<file path="src/design/tdq_pkg.sv">
// ----------------------------------------------------------------------------
// Tick deadline queue package
// Codes, widths and defaults shared by the queue core and its checker.
// ----------------------------------------------------------------------------
package tdq_pkg;

    localparam int DEFAULT_QUEUE_DEPTH = 16;
    localparam int DEFAULT_ID_BITS     = 8;
    localparam int MAX_RESULTS         = 16;

    localparam int TICK_W   = 32;
    localparam int FUNC_W   = 2;
    localparam int STATUS_W = 3;
    localparam int HID_W    = 8;

    // Slave tdata: delay_ticks, handler_id.
    localparam int S_TDATA_W = 40;
    // Master tdata: fired_id.
    localparam int M_TDATA_W = 8;

    typedef logic [FUNC_W-1:0]   func_t;
    typedef logic [STATUS_W-1:0] status_t;

    localparam func_t FUNC_REGISTER = 2'd0;
    localparam func_t FUNC_TICK     = 2'd1;
    localparam func_t FUNC_CLEAR    = 2'd2;
    localparam func_t FUNC_RSVD     = 2'd3;

    localparam status_t STATUS_REGISTERED = 3'd0;
    localparam status_t STATUS_FULL       = 3'd1;
    localparam status_t STATUS_FIRED      = 3'd2;
    localparam status_t STATUS_IDLE_TICK  = 3'd3;
    localparam status_t STATUS_CLEARED    = 3'd4;

endpackage

</file>
<file path="src/design/tick_deadline_queue_core.sv">
// A register moves later entries aside one by one, then writes the new entry; a tick
// pops expired entries one by one (at most 16), then sends its final result; a clear
// or a rejected register goes straight to its result; a reserved code is dropped.
// The final result becomes valid in the cycle s_tready returns.
// One transaction at a time, paced by the single compare unit and one memory read.
// Reset clears the counter, queue count and sequencer; queue memory is not swept.
// ----------------------------------------------------------------------------
// Tick deadline queue core
// One-shot timer queue kept sorted by deadline in a circular memory.
// ----------------------------------------------------------------------------
module tick_deadline_queue_core #(
    parameter int QUEUE_DEPTH = tdq_pkg::DEFAULT_QUEUE_DEPTH,
    parameter int ID_BITS     = tdq_pkg::DEFAULT_ID_BITS
) (
    input  logic                          clk,
    input  logic                          rst_n,
    input  logic                          s_tvalid,
    output logic                          s_tready,
    // [31:0] delay_ticks, [39:32] handler_id
    input  logic [tdq_pkg::S_TDATA_W-1:0] s_tdata,
    // [1:0] func
    input  logic [tdq_pkg::FUNC_W-1:0]    s_tuser,
    output logic                          m_tvalid,
    input  logic                          m_tready,
    // [7:0] fired_id
    output logic [tdq_pkg::M_TDATA_W-1:0] m_tdata,
    // [2:0] status
    output logic [tdq_pkg::STATUS_W-1:0]  m_tuser,
    output logic                          m_tlast
);
    import tdq_pkg::*;

    localparam int IDX_W = (QUEUE_DEPTH > 1) ? $clog2(QUEUE_DEPTH) : 1;
    localparam int CNT_W = $clog2(QUEUE_DEPTH + 1);
    localparam int NF_W  = $clog2(MAX_RESULTS + 1);

    typedef enum logic [2:0] {
        ST_IDLE,
        ST_INS_RD,
        ST_INS_CMP,
        ST_TK_RD,
        ST_TK_CMP,
        ST_TK_FIN,
        ST_RESP
    } state_t;

    state_t              state_reg, state_next;
    logic [CNT_W-1:0]    count_reg, count_next;
    logic [IDX_W-1:0]    head_reg, head_next;
    logic [TICK_W-1:0]   tick_reg, tick_next;
    logic [TICK_W-1:0]   dl_reg, dl_next;
    logic [ID_BITS-1:0]  nid_reg, nid_next;
    logic [CNT_W-1:0]    idx_reg, idx_next;
    logic [NF_W-1:0]     nfire_reg, nfire_next;
    logic                pend_reg, pend_next;
    logic [ID_BITS-1:0]  pend_id_reg, pend_id_next;
    status_t             resp_reg, resp_next;
    logic                out_valid_reg, out_valid_next;
    status_t             out_status_reg, out_status_next;
    logic [HID_W-1:0]    out_id_reg, out_id_next;
    logic                out_last_reg, out_last_next;

    logic [TICK_W-1:0]   mem_dl [QUEUE_DEPTH];
    logic [ID_BITS-1:0]  mem_id [QUEUE_DEPTH];
    logic [TICK_W-1:0]   rd_dl_reg;
    logic [ID_BITS-1:0]  rd_id_reg;
    logic [IDX_W-1:0]    rd_addr;
    logic                wr_en;
    logic [IDX_W-1:0]    wr_addr;
    logic [TICK_W-1:0]   wr_dl;
    logic [ID_BITS-1:0]  wr_id;
    logic                out_free;
    logic [TICK_W-1:0]   in_delay;
    logic [HID_W-1:0]    in_hid;

    // Logical queue offset to physical memory address, wrapping at the depth.
    function automatic logic [IDX_W-1:0] phys(input logic [IDX_W-1:0] head,
                                              input logic [IDX_W-1:0] off);
        logic [IDX_W:0] sum;
        sum = {1'b0, head} + {1'b0, off};
        if (sum >= (IDX_W+1)'(QUEUE_DEPTH)) begin
            sum = sum - (IDX_W+1)'(QUEUE_DEPTH);
        end
        return sum[IDX_W-1:0];
    endfunction

    assign in_delay = s_tdata[TICK_W-1:0];
    assign in_hid   = s_tdata[TICK_W+HID_W-1:TICK_W];
    assign out_free = !out_valid_reg || m_tready;

    assign s_tready = (state_reg == ST_IDLE);
    assign m_tvalid = out_valid_reg;
    assign m_tdata  = out_id_reg;
    assign m_tuser  = out_status_reg;
    assign m_tlast  = out_last_reg;

    always_comb
    begin
        state_next      = state_reg;
        count_next      = count_reg;
        head_next       = head_reg;
        tick_next       = tick_reg;
        dl_next         = dl_reg;
        nid_next        = nid_reg;
        idx_next        = idx_reg;
        nfire_next      = nfire_reg;
        pend_next       = pend_reg;
        pend_id_next    = pend_id_reg;
        resp_next       = resp_reg;
        out_valid_next  = out_valid_reg && !m_tready;
        out_status_next = out_status_reg;
        out_id_next     = out_id_reg;
        out_last_next   = out_last_reg;
        rd_addr         = head_reg;
        wr_en           = 1'b0;
        wr_addr         = phys(head_reg, idx_reg[IDX_W-1:0]);
        wr_dl           = dl_reg;
        wr_id           = nid_reg;

        case (state_reg)
            ST_IDLE:
            begin
                if (s_tvalid)
                begin
                    case (s_tuser)
                        FUNC_REGISTER:
                        begin
                            if (count_reg == CNT_W'(QUEUE_DEPTH))
                            begin
                                resp_next  = STATUS_FULL;
                                state_next = ST_RESP;
                            end
                            else
                            begin
                                dl_next    = tick_reg + in_delay;
                                nid_next   = ID_BITS'(in_hid);
                                idx_next   = count_reg;
                                state_next = ST_INS_RD;
                            end
                        end
                        FUNC_TICK:
                        begin
                            tick_next  = tick_reg + 1'b1;
                            nfire_next = '0;
                            pend_next  = 1'b0;
                            state_next = ST_TK_RD;
                        end
                        FUNC_CLEAR:
                        begin
                            count_next = '0;
                            resp_next  = STATUS_CLEARED;
                            state_next = ST_RESP;
                        end
                        default:
                        begin
                            state_next = ST_IDLE;
                        end
                    endcase
                end
            end
            ST_INS_RD:
            begin
                if (idx_reg == '0)
                begin
                    wr_en      = 1'b1;
                    count_next = count_reg + 1'b1;
                    resp_next  = STATUS_REGISTERED;
                    state_next = ST_RESP;
                end
                else
                begin
                    rd_addr    = phys(head_reg, idx_reg[IDX_W-1:0] - 1'b1);
                    state_next = ST_INS_CMP;
                end
            end
            ST_INS_CMP:
            begin
                wr_en = 1'b1;
                if (rd_dl_reg <= dl_reg)
                begin
                    // Equal deadlines keep arrival order: the new entry goes behind.
                    count_next = count_reg + 1'b1;
                    resp_next  = STATUS_REGISTERED;
                    state_next = ST_RESP;
                end
                else
                begin
                    wr_dl      = rd_dl_reg;
                    wr_id      = rd_id_reg;
                    idx_next   = idx_reg - 1'b1;
                    state_next = ST_INS_RD;
                end
            end
            ST_TK_RD:
            begin
                if (count_reg == '0 || nfire_reg == NF_W'(MAX_RESULTS))
                begin
                    state_next = ST_TK_FIN;
                end
                else
                begin
                    state_next = ST_TK_CMP;
                end
            end
            ST_TK_CMP:
            begin
                if (rd_dl_reg <= tick_reg)
                begin
                    // The previous expired entry is sent only once we know another follows.
                    if (!pend_reg || out_free)
                    begin
                        if (pend_reg)
                        begin
                            out_valid_next  = 1'b1;
                            out_status_next = STATUS_FIRED;
                            out_id_next     = HID_W'(pend_id_reg);
                            out_last_next   = 1'b0;
                        end
                        pend_next    = 1'b1;
                        pend_id_next = rd_id_reg;
                        head_next    = (head_reg == IDX_W'(QUEUE_DEPTH - 1)) ? '0
                                                                           : head_reg + 1'b1;
                        count_next   = count_reg - 1'b1;
                        nfire_next   = nfire_reg + 1'b1;
                        state_next   = ST_TK_RD;
                    end
                end
                else
                begin
                    state_next = ST_TK_FIN;
                end
            end
            ST_TK_FIN:
            begin
                if (out_free)
                begin
                    out_valid_next  = 1'b1;
                    out_status_next = pend_reg ? STATUS_FIRED : STATUS_IDLE_TICK;
                    out_id_next     = pend_reg ? HID_W'(pend_id_reg) : '0;
                    out_last_next   = 1'b1;
                    if (count_reg == '0)
                    begin
                        tick_next = '0;
                    end
                    state_next = ST_IDLE;
                end
            end
            ST_RESP:
            begin
                if (out_free)
                begin
                    out_valid_next  = 1'b1;
                    out_status_next = resp_reg;
                    out_id_next     = '0;
                    out_last_next   = 1'b1;
                    state_next      = ST_IDLE;
                end
            end
            default:
            begin
                state_next = ST_IDLE;
            end
        endcase
    end

    always_ff @(posedge clk or negedge rst_n)
    begin
        if (!rst_n)
        begin
            state_reg      <= ST_IDLE;
            count_reg      <= '0;
            head_reg       <= '0;
            tick_reg       <= '0;
            dl_reg         <= '0;
            nid_reg        <= '0;
            idx_reg        <= '0;
            nfire_reg      <= '0;
            pend_reg       <= 1'b0;
            pend_id_reg    <= '0;
            resp_reg       <= STATUS_REGISTERED;
            out_valid_reg  <= 1'b0;
            out_status_reg <= STATUS_REGISTERED;
            out_id_reg     <= '0;
            out_last_reg   <= 1'b0;
        end
        else
        begin
            state_reg      <= state_next;
            count_reg      <= count_next;
            head_reg       <= head_next;
            tick_reg       <= tick_next;
            dl_reg         <= dl_next;
            nid_reg        <= nid_next;
            idx_reg        <= idx_next;
            nfire_reg      <= nfire_next;
            pend_reg       <= pend_next;
            pend_id_reg    <= pend_id_next;
            resp_reg       <= resp_next;
            out_valid_reg  <= out_valid_next;
            out_status_reg <= out_status_next;
            out_id_reg     <= out_id_next;
            out_last_reg   <= out_last_next;
        end
    end

    always_ff @(posedge clk)
    begin
        if (wr_en)
        begin
            mem_dl[wr_addr] <= wr_dl;
            mem_id[wr_addr] <= wr_id;
        end
        rd_dl_reg <= mem_dl[rd_addr];
        rd_id_reg <= mem_id[rd_addr];
    end

endmodule

</file>
<file path="config.mk">
export PLATFORM = sky130hd
export DESIGN_NAME = tick_deadline_queue_core
export DESIGN_NICKNAME = d
export VERILOG_FILES = /design/src/design/tdq_pkg.sv /design/src/design/tick_deadline_queue_core.sv
export SDC_FILE = /design/constraint.sdc
export NUM_CORES = 1
export LEC_CHECK = 0
export ABC_AREA = 0
export BUFFER_PORTS_ARGS = -buffer_cell sky130_fd_sc_hd__buf_4
export CORE_MARGIN = 5
export CORE_UTILIZATION = 65
export DETAILED_ROUTE_END_ITERATION = 10
export PLACE_DENSITY_LB_ADDON = 0.3
export SETUP_SLACK_MARGIN = 0.05
export SLEW_MARGIN = 10
export SYNTH_ARGS = -nofsm -noshare
export SYNTH_HDL_FRONTEND = slang
export SYNTH_SLANG_ARGS = --single-unit
</file>
<file path="constraint.sdc">
create_clock -name clk -period 9 [get_ports clk]
set_clock_uncertainty 0.15 [all_clocks]
set_input_delay 0.45 -clock clk [delete_from_list [all_inputs] [get_ports clk]]
set_output_delay 0.45 -clock clk [all_outputs]
set_load 0.03 [all_outputs]
</file>
==> results.ini, run 1 <==
[setup_path]
r2r-start = idx_reg[0]
critPathMaxStageDelay_ns = 0.78
end_kind = flip-flop
reg2reg_slack_ns = 3.93
path_cells = inv_1 > ha_1 > inv_1 > fa_1 > xor2_1 > nor4_2 > buf_4 > or2_4 > buf_4 > buf_4 > a211oi_1 > a311oi_1 > a31oi_1 > o21ai_1
cpMostUsedCell = buf_4
crit_path_end = rd_dl_reg[26]
critPathArrivalTime_ns = 5.45
critPathKind = flip-flop to flip-flop
cp.required_ns = 9.39
startpoint_type = flip-flop
crit_start = idx_reg[0]
crit_fanout = 80
r2r_cells = 14
r2r-end = rd_dl_reg[26]
slowest_stage = buf_4

[sta]
fin_crit_ns = 5.07
finalSetupViolations = 0
fin_crit_sh_pct = 56.3
setup_tns_ns = 0
finalMaxSlewViolations = 0
rsz0062_at_grt = false
hold_violations = 0
max_freq_mhz = 197
worstMarginPinSlew_ns = 1.15
fin_hold_ws_ns = 0.0267
relSlewSlack_pct = 23.6

[cells_and_area]
syn_to_final_growth_pct = 10.5
antenna_cells = 0
fin_nets = 3136
multiInputGateArea_um2 = 11800
fillers = 3438
final_core_util_pct = 72.8
top_regs = mem_dl: 512 flops, mem_id: 128 flops
fin_area_um2 = 39300
seqCellArea_um2 = 23000
layout-drive-gt1-share_pct = 10.2
largest_register = mem_dl
largest_reg_flops = 512

[floorplan]
die_h_um = 244
core_area_um2 = 54000
start_util_pct = 65.9
die_x_um = 244
dieArea_um2 = 59600
placementRows = 85
ios = 60

[cts]
path_clk_slew_ns = 0.06
root_buffer = clkbuf_16
cts_sinks = 798
htree_levels = 3
insertion_delay_ns = 0.62
cts.repair.resized = 0
cts_tree = yes
clockBufferDepth = 3
numCtsBuffers = 79

[power_and_ir_drop]
clkPwrFrac_pct = 20.9
powerDensity_nw_per_um2 = 393
finalPower_mw = 15.5
pwr-share-comb_pct = 41.4
irDropWorstVdd_uv = 265
internal_power_mw = 9.07
sw_frac_of_total_pct = 41.4
p_switching_mw = 6.40
p_seq_share_pct = 37.7
leakagePower_nw = 14.5

[yosys]
synth_area_leaders = edfxtp_1 (54%), dfrtp_1 (8.3%), nand2_1 (6.5%)
synth_top_cell_area_share_pct = 54.0
ys_seq_area_share_pct = 64.5
ys_types = 82
synth_area_um2 = 35600
yosys.area.top_type = edfxtp_1
syn_area_per_cell_um2 = 12.1
synth-seq-cells = 798
synth_edf_count = 640
async_flop_share_pct = 14.8
synth_cells = 2944
synth_ff_type = edfxtp_1
yosysWarningCount = 0
synth_nets = 3108

[place]
port_buffers = 59
dp_hpwl_um = 54200
gp_congestion = 0.933
dpl_cell_area_um2 = 36700

[route]
vias = 24800
final_antenna_net_count = 0
dr.pass1.iters = 6
viasPerCell = 6.64
drt_iter0_markers = 3152
routedWlPerCell_um = 24.7
drt_wl_total_um = 92200
drc = 0

[outcome]
outcome = complete, no violations

[grt]
grt_first_pass_wirelength_um = 140000
grt_remaining_overflow = 0
groute.usage.overall_pct = 30.4
antenna_found_initial = 2
grt_max_degree = 82
grt_pass1_vias = 24300

[worst_hold_path]
hold_path.class = input pin to flip-flop

[run]
drv_cap = 0

[cell usage after synthesis (4+ instances only)]
cell type,count
nor2b_1,10
nand3b_1,4
mux2_2,47
edfxtp_1,640
nor3b_1,41
or4_1,4
and4_1,4
o21ai_1,31
mux2i_1,50
buf_2,37
nand4_1,78
a311oi_1,41
a21oi_1,76
buf_4,8
clkbuf_1,107
nor4_1,10
a21boi_0,5
a32oi_1,41
fa_1,4
buf_6,8
o21ai_0,79
inv_1,96
o211ai_1,20
or3_1,5
nand2b_1,7
dfrtp_1,118
a31oi_1,52
a21o_1,12
dfxtp_1,40
nor2_1,90
xor2_1,17
a211oi_1,52
and2_1,11
xnor2_1,36
a22o_1,8
ha_1,114
and3_1,16
o21a_1,8
nand3_1,197
nand2_1,617
nor3_1,26
a211o_1,5
o31ai_1,9
[power groups by stage]
stage | registers [mW] | logic [mW] | clock network, mW
detailed placement | 5.86 | 6.23 | 0
global placement | 5.84 | 5.97 | 0
floorplan | 5.62 | 4.43 | 0
CTS | 5.80 | 6.31 | 3.25
global route | 5.87 | 6.97 | 3.43
finish | 5.83 | 6.40 | 3.23
[placed cells by master (no fill, tap or decap), drive strengths merged, types with 9 or more instances in the layout]
cell / n
o21ai: 110
ha: 114
and3: 16
nand2: 617
a211oi: 52
a32oi: 41
dfrtp: 118
and2: 11
a311oi: 41
nor2: 90
nor4: 11
mux2i: 50
edfxtp: 640
clkbuf: 107
a31oi: 53
o31ai: 9
inv: 98
mux2: 47
xnor2: 36
dfxtp: 40
dlygate4sd3: 9
xor2: 17
o211ai: 20
nor3: 26
nand3: 198
buf: 101
nor3b: 41
nand4: 79
clkinv: 28
a21o: 12
nor2b: 10
a21oi: 76
[critical path, delay by kind of cell (launching register included)]
kind            cells  cell delay (ns)
flops               1             0.41
buf+inv             5             2.10
simple gates        2             0.51
fa+ha+maj           2             0.71
xor+xnor            1             0.18
compound gates      4             0.82
[worst min path at each step]
stage	start	end	slack (ns)	depth (start not counted)
after floorplan	rst_n	count_reg[0]	0.004	0
after global placement	nfire_reg[4]	nfire_reg[4]	0.30	1
after detailed placement	rd_id_reg[0]	pend_id_reg[0]	0.31	2
after CTS	s_tvalid	tick_reg[2]	0.0005	3
after global routing	s_tvalid	tick_reg[2]	0.04	3
final	s_tvalid	tick_reg[2]	0.03	3
[per-layer routing]
metal | GRT usage (%) | vias to the layer above | wire (um)
met2 | 48.5 | 1417 | 43600
met1 | 41.7 | 12100 | 34800
met4 | 12.3 | 4 | 3610
li1 | - | 11000 | -
met5 | 0 | - | 32
met3 | 6.11 | 255 | 10100
[per-stage QoR]
| stage | cells | worst slack (ns) |
|---|---|---|
| after CTS | 3732 | 3.98 |
| after global routing | 3732 | 3.65 |
| after detailed placement | 3578 | 4.07 |
| after floorplan | 2944 | 4.95 |
| after global placement | 3578 | 4.21 |
| final | 3732 | 3.93 |
[repair_timing]
item                                   4_1_cts  5_1_grt
setup buffers                                0        0
endpoints found under the hold margin       52        0
hold buffers                                 9        0
[area by class of cell]
| class | count | area share, % |
|---|---|---|
| Clock buffer | 107 | 5.55 |
| Tap cell | 696 | 2.21 |
| Sequential cell | 798 | 58.4 |
| Inverter | 96 | 0.916 |
| Timing Repair Buffer | 110 | 2.16 |
| Clock inverter | 38 | 0.897 |
| Multi-Input combinational cell | 1887 | 29.9 |
[kinds of logic after synthesis]
group           count (synthesis)  share of synthesized area, %
simple gates                 1135                          14.6
flops                         798                          64.5
compound gates                482                          9.25
buf+inv                       259                          3.12
fa+ha+maj                     118                          4.23
mux                            99                          3.02
xor+xnor                       53                          1.30
Note: power is estimated with default switching activity, not from simulation.
==> run 2, diff against run 1 <==
- CORE_UTILIZATION: 65 -> 63
- clock period: 9 -> 4.85 ns (I/O delays scaled with it)
==> run 2 against run 1 <==
  * Final cell count rose by 2.1%
  * Combinational power rose by 91%
  * Maximum frequency rose by 20%
  * Die area rose by 3.0%
  * Worst hold slack improved by 0.011 ns
  * First-iteration DRC count fell by 7.6%
  * Count of clock-buffer cells in the layout fell by 9
  * Non-clock buffer count rose by 19
  * Critical path depth did not move
  * Utilization fell by 1.6 points
  * Critical endpoint is now rd_dl_reg[14]
  * Largest cell class unchanged
==> results.ini, run 2 (same netlist as run 1, synthesis figures left out) <==
[outcome]
outcome = complete, no violations

[route]
drt_iter0_markers = 2913  ; -7.6%
viasPerCell = 6.54  ; -1.5%
final_antenna_net_count = 0  ; unchanged
drc = 0  ; unchanged
routedWlPerCell_um = 24.6  ; -0.30%
drt_wl_total_um = 93900  ; +1.8%
vias = 24900  ; +0.57%
dr.pass1.iters = 5  ; -1

[sta]
max_freq_mhz = 238  ; +20%
finalSetupViolations = 0  ; unchanged
fin_crit_sh_pct = 86.8  ; +30 points
fin_hold_ws_ns = 0.0374  ; +0.0107 ns
rsz0062_at_grt = false
finalMaxSlewViolations = 0  ; unchanged
worstMarginPinSlew_ns = 1.30  ; +0.158 ns
fin_crit_ns = 4.21  ; -0.858 ns
setup_tns_ns = 0  ; unchanged
hold_violations = 0  ; unchanged
relSlewSlack_pct = 12.9  ; -11 points

[run]
drv_cap = 0  ; unchanged

[floorplan]
die_h_um = 248  ; +1.5%
die_x_um = 248  ; +1.5%
core_area_um2 = 56200  ; +4.0%
placementRows = 87  ; +2.4%
ios = 60  ; unchanged
start_util_pct = 63.4  ; -2.5 points
dieArea_um2 = 61400  ; +3.0%

[worst_hold_path]
hold_path.class = input pin to flip-flop

[grt]
grt_max_degree = 82  ; unchanged
grt_remaining_overflow = 0  ; unchanged
grt_first_pass_wirelength_um = 143000  ; +1.8%
groute.usage.overall_pct = 30.4  ; about the same
antenna_found_initial = 4  ; +2
grt_pass1_vias = 24600  ; +1.2%

[cells_and_area]
layout-drive-gt1-share_pct = 10.8  ; +0.59 points
layout_common_cells = edfxtp_1 (640), nand2_1 (616), nand3_1 (196), dfrtp_1 (118), ha_1 (114)
fin_nets = 3154  ; +0.57%
antenna_cells = 0  ; unchanged
largest_reg_flops = 512  ; unchanged
top_regs = mem_dl: 512 flops, mem_id: 128 flops
fin_area_um2 = 40000  ; +1.7%
finalNonFillerCells = 3811  ; +2.1%
syn_to_final_growth_pct = 12.3
largest_register = mem_dl
final_common_cell = edfxtp_1

[cts]
cts_sinks = 798  ; unchanged
path_clk_slew_ns = 0.06  ; about the same
root_buffer = clkbuf_16
cts_tree = yes
postCtsSetupBuffers = 0  ; unchanged
htree_levels = 3  ; unchanged
numCtsBuffers = 78  ; -1.3%
cts.repair.resized = 0  ; unchanged
insertion_delay_ns = 0.62  ; about the same
clockBufferDepth = 3  ; unchanged

[setup_path]
critPathKind = flip-flop to flip-flop
crit_fanout = 68  ; -15%
end_kind = flip-flop
cp.required_ns = 5.24  ; -4.15 ns
startpoint_type = flip-flop
critPathArrivalTime_ns = 4.60  ; -0.85 ns

[power_and_ir_drop]
finalPower_mw = 29.4  ; +90%
leakagePower_nw = 14.8  ; +1.8%
powerDensity_nw_per_um2 = 734  ; +87%
irDropWorstVdd_uv = 521  ; +97%

[place]
gp_congestion = 0.912  ; -2.3%
dp.cells = 3651  ; +2.0%
dpl_cell_area_um2 = 37100  ; +1.2%
dp_hpwl_um = 57800  ; +6.7%
port_buffers = 59  ; unchanged

run 2: cell count changes in the layout (fill, tap and decap cells not counted), moves of 2 or more:
cell	delta
buf_12	+20
buf_4	-7
bufinv_16	+6
clkbuf_1	-10
clkinv_1	+3
clkinv_2	-2
dlygate4sd3_1	+6
inv_6	+2
run 2: worst max-delay path, stage by stage, from the launching register on:
cell	delay, ns
dfrtp_1	0.41
inv_1	0.10
ha_1	0.31
inv_1	0.07
fa_1	0.42
xor2_1	0.21
nor4_2	0.09
nor2_4	0.16
buf_4	0.51
buf_4	0.75
nor2_4	0.03
buf_4	0.26
a32oi_1	0.28
nand4_1	0.18
o21ai_1	0.14
run 2: power breakdown:
group	internal [mW]	switching [mW]
logic	3.82	8.42
registers	9.79	0.982
clock network	3.77	2.57
total	17.4	12.0
run 2: final cells by class:
cell class,count,area (um^2)
sequential,798,23000
fill,3664,16200
multi-input combinational,1887,11800
clock buffer,98,2170
timing repair buffer,129,1260
tap,756,946
clock inverter,47,541
inverter,96,360
run 2: what timing repair did:
action | CTS | global route
setup endpoints to repair | 0 | 0
hold endpoints to repair | 88 | 0
hold buffers | 15 | 0
run 2: layer usage:
layer | GRT usage [%] | vias to the layer above | wire length (um)
met3 | 5.13 | 288 | 9740
met4 | 13.4 | 0 | 4250
met2 | 50.0 | 1430 | 45400
li1 | - | 11100 | -
met1 | 40.5 | 12100 | 34500
met5 | 0 | - | 0
run 2: worst paths after layout:
check                                      end  cells after the start         start  slack (ns)
worst max-delay path             rd_dl_reg[14]                     14    idx_reg[0]        0.64
worst min-delay path                dl_reg[12]                      4   s_tdata[12]        0.04
worst max register to register   rd_dl_reg[14]                     14    idx_reg[0]        0.64
worst min register to register  pend_id_reg[4]                      2  rd_id_reg[4]        0.32
max in group asynchronous           nid_reg[2]                      3         rst_n        3.23
min in group asynchronous         state_reg[1]                      2         rst_n        0.15
run 2: per-stage QoR:
stage	setup WS, ns	util (%)
floorplan	0.795	-
global placement	0.926	66.1
detailed placement	0.762	66.1
CTS	0.656	71.2
global route	0.416	71.2
finish	0.641	71.2
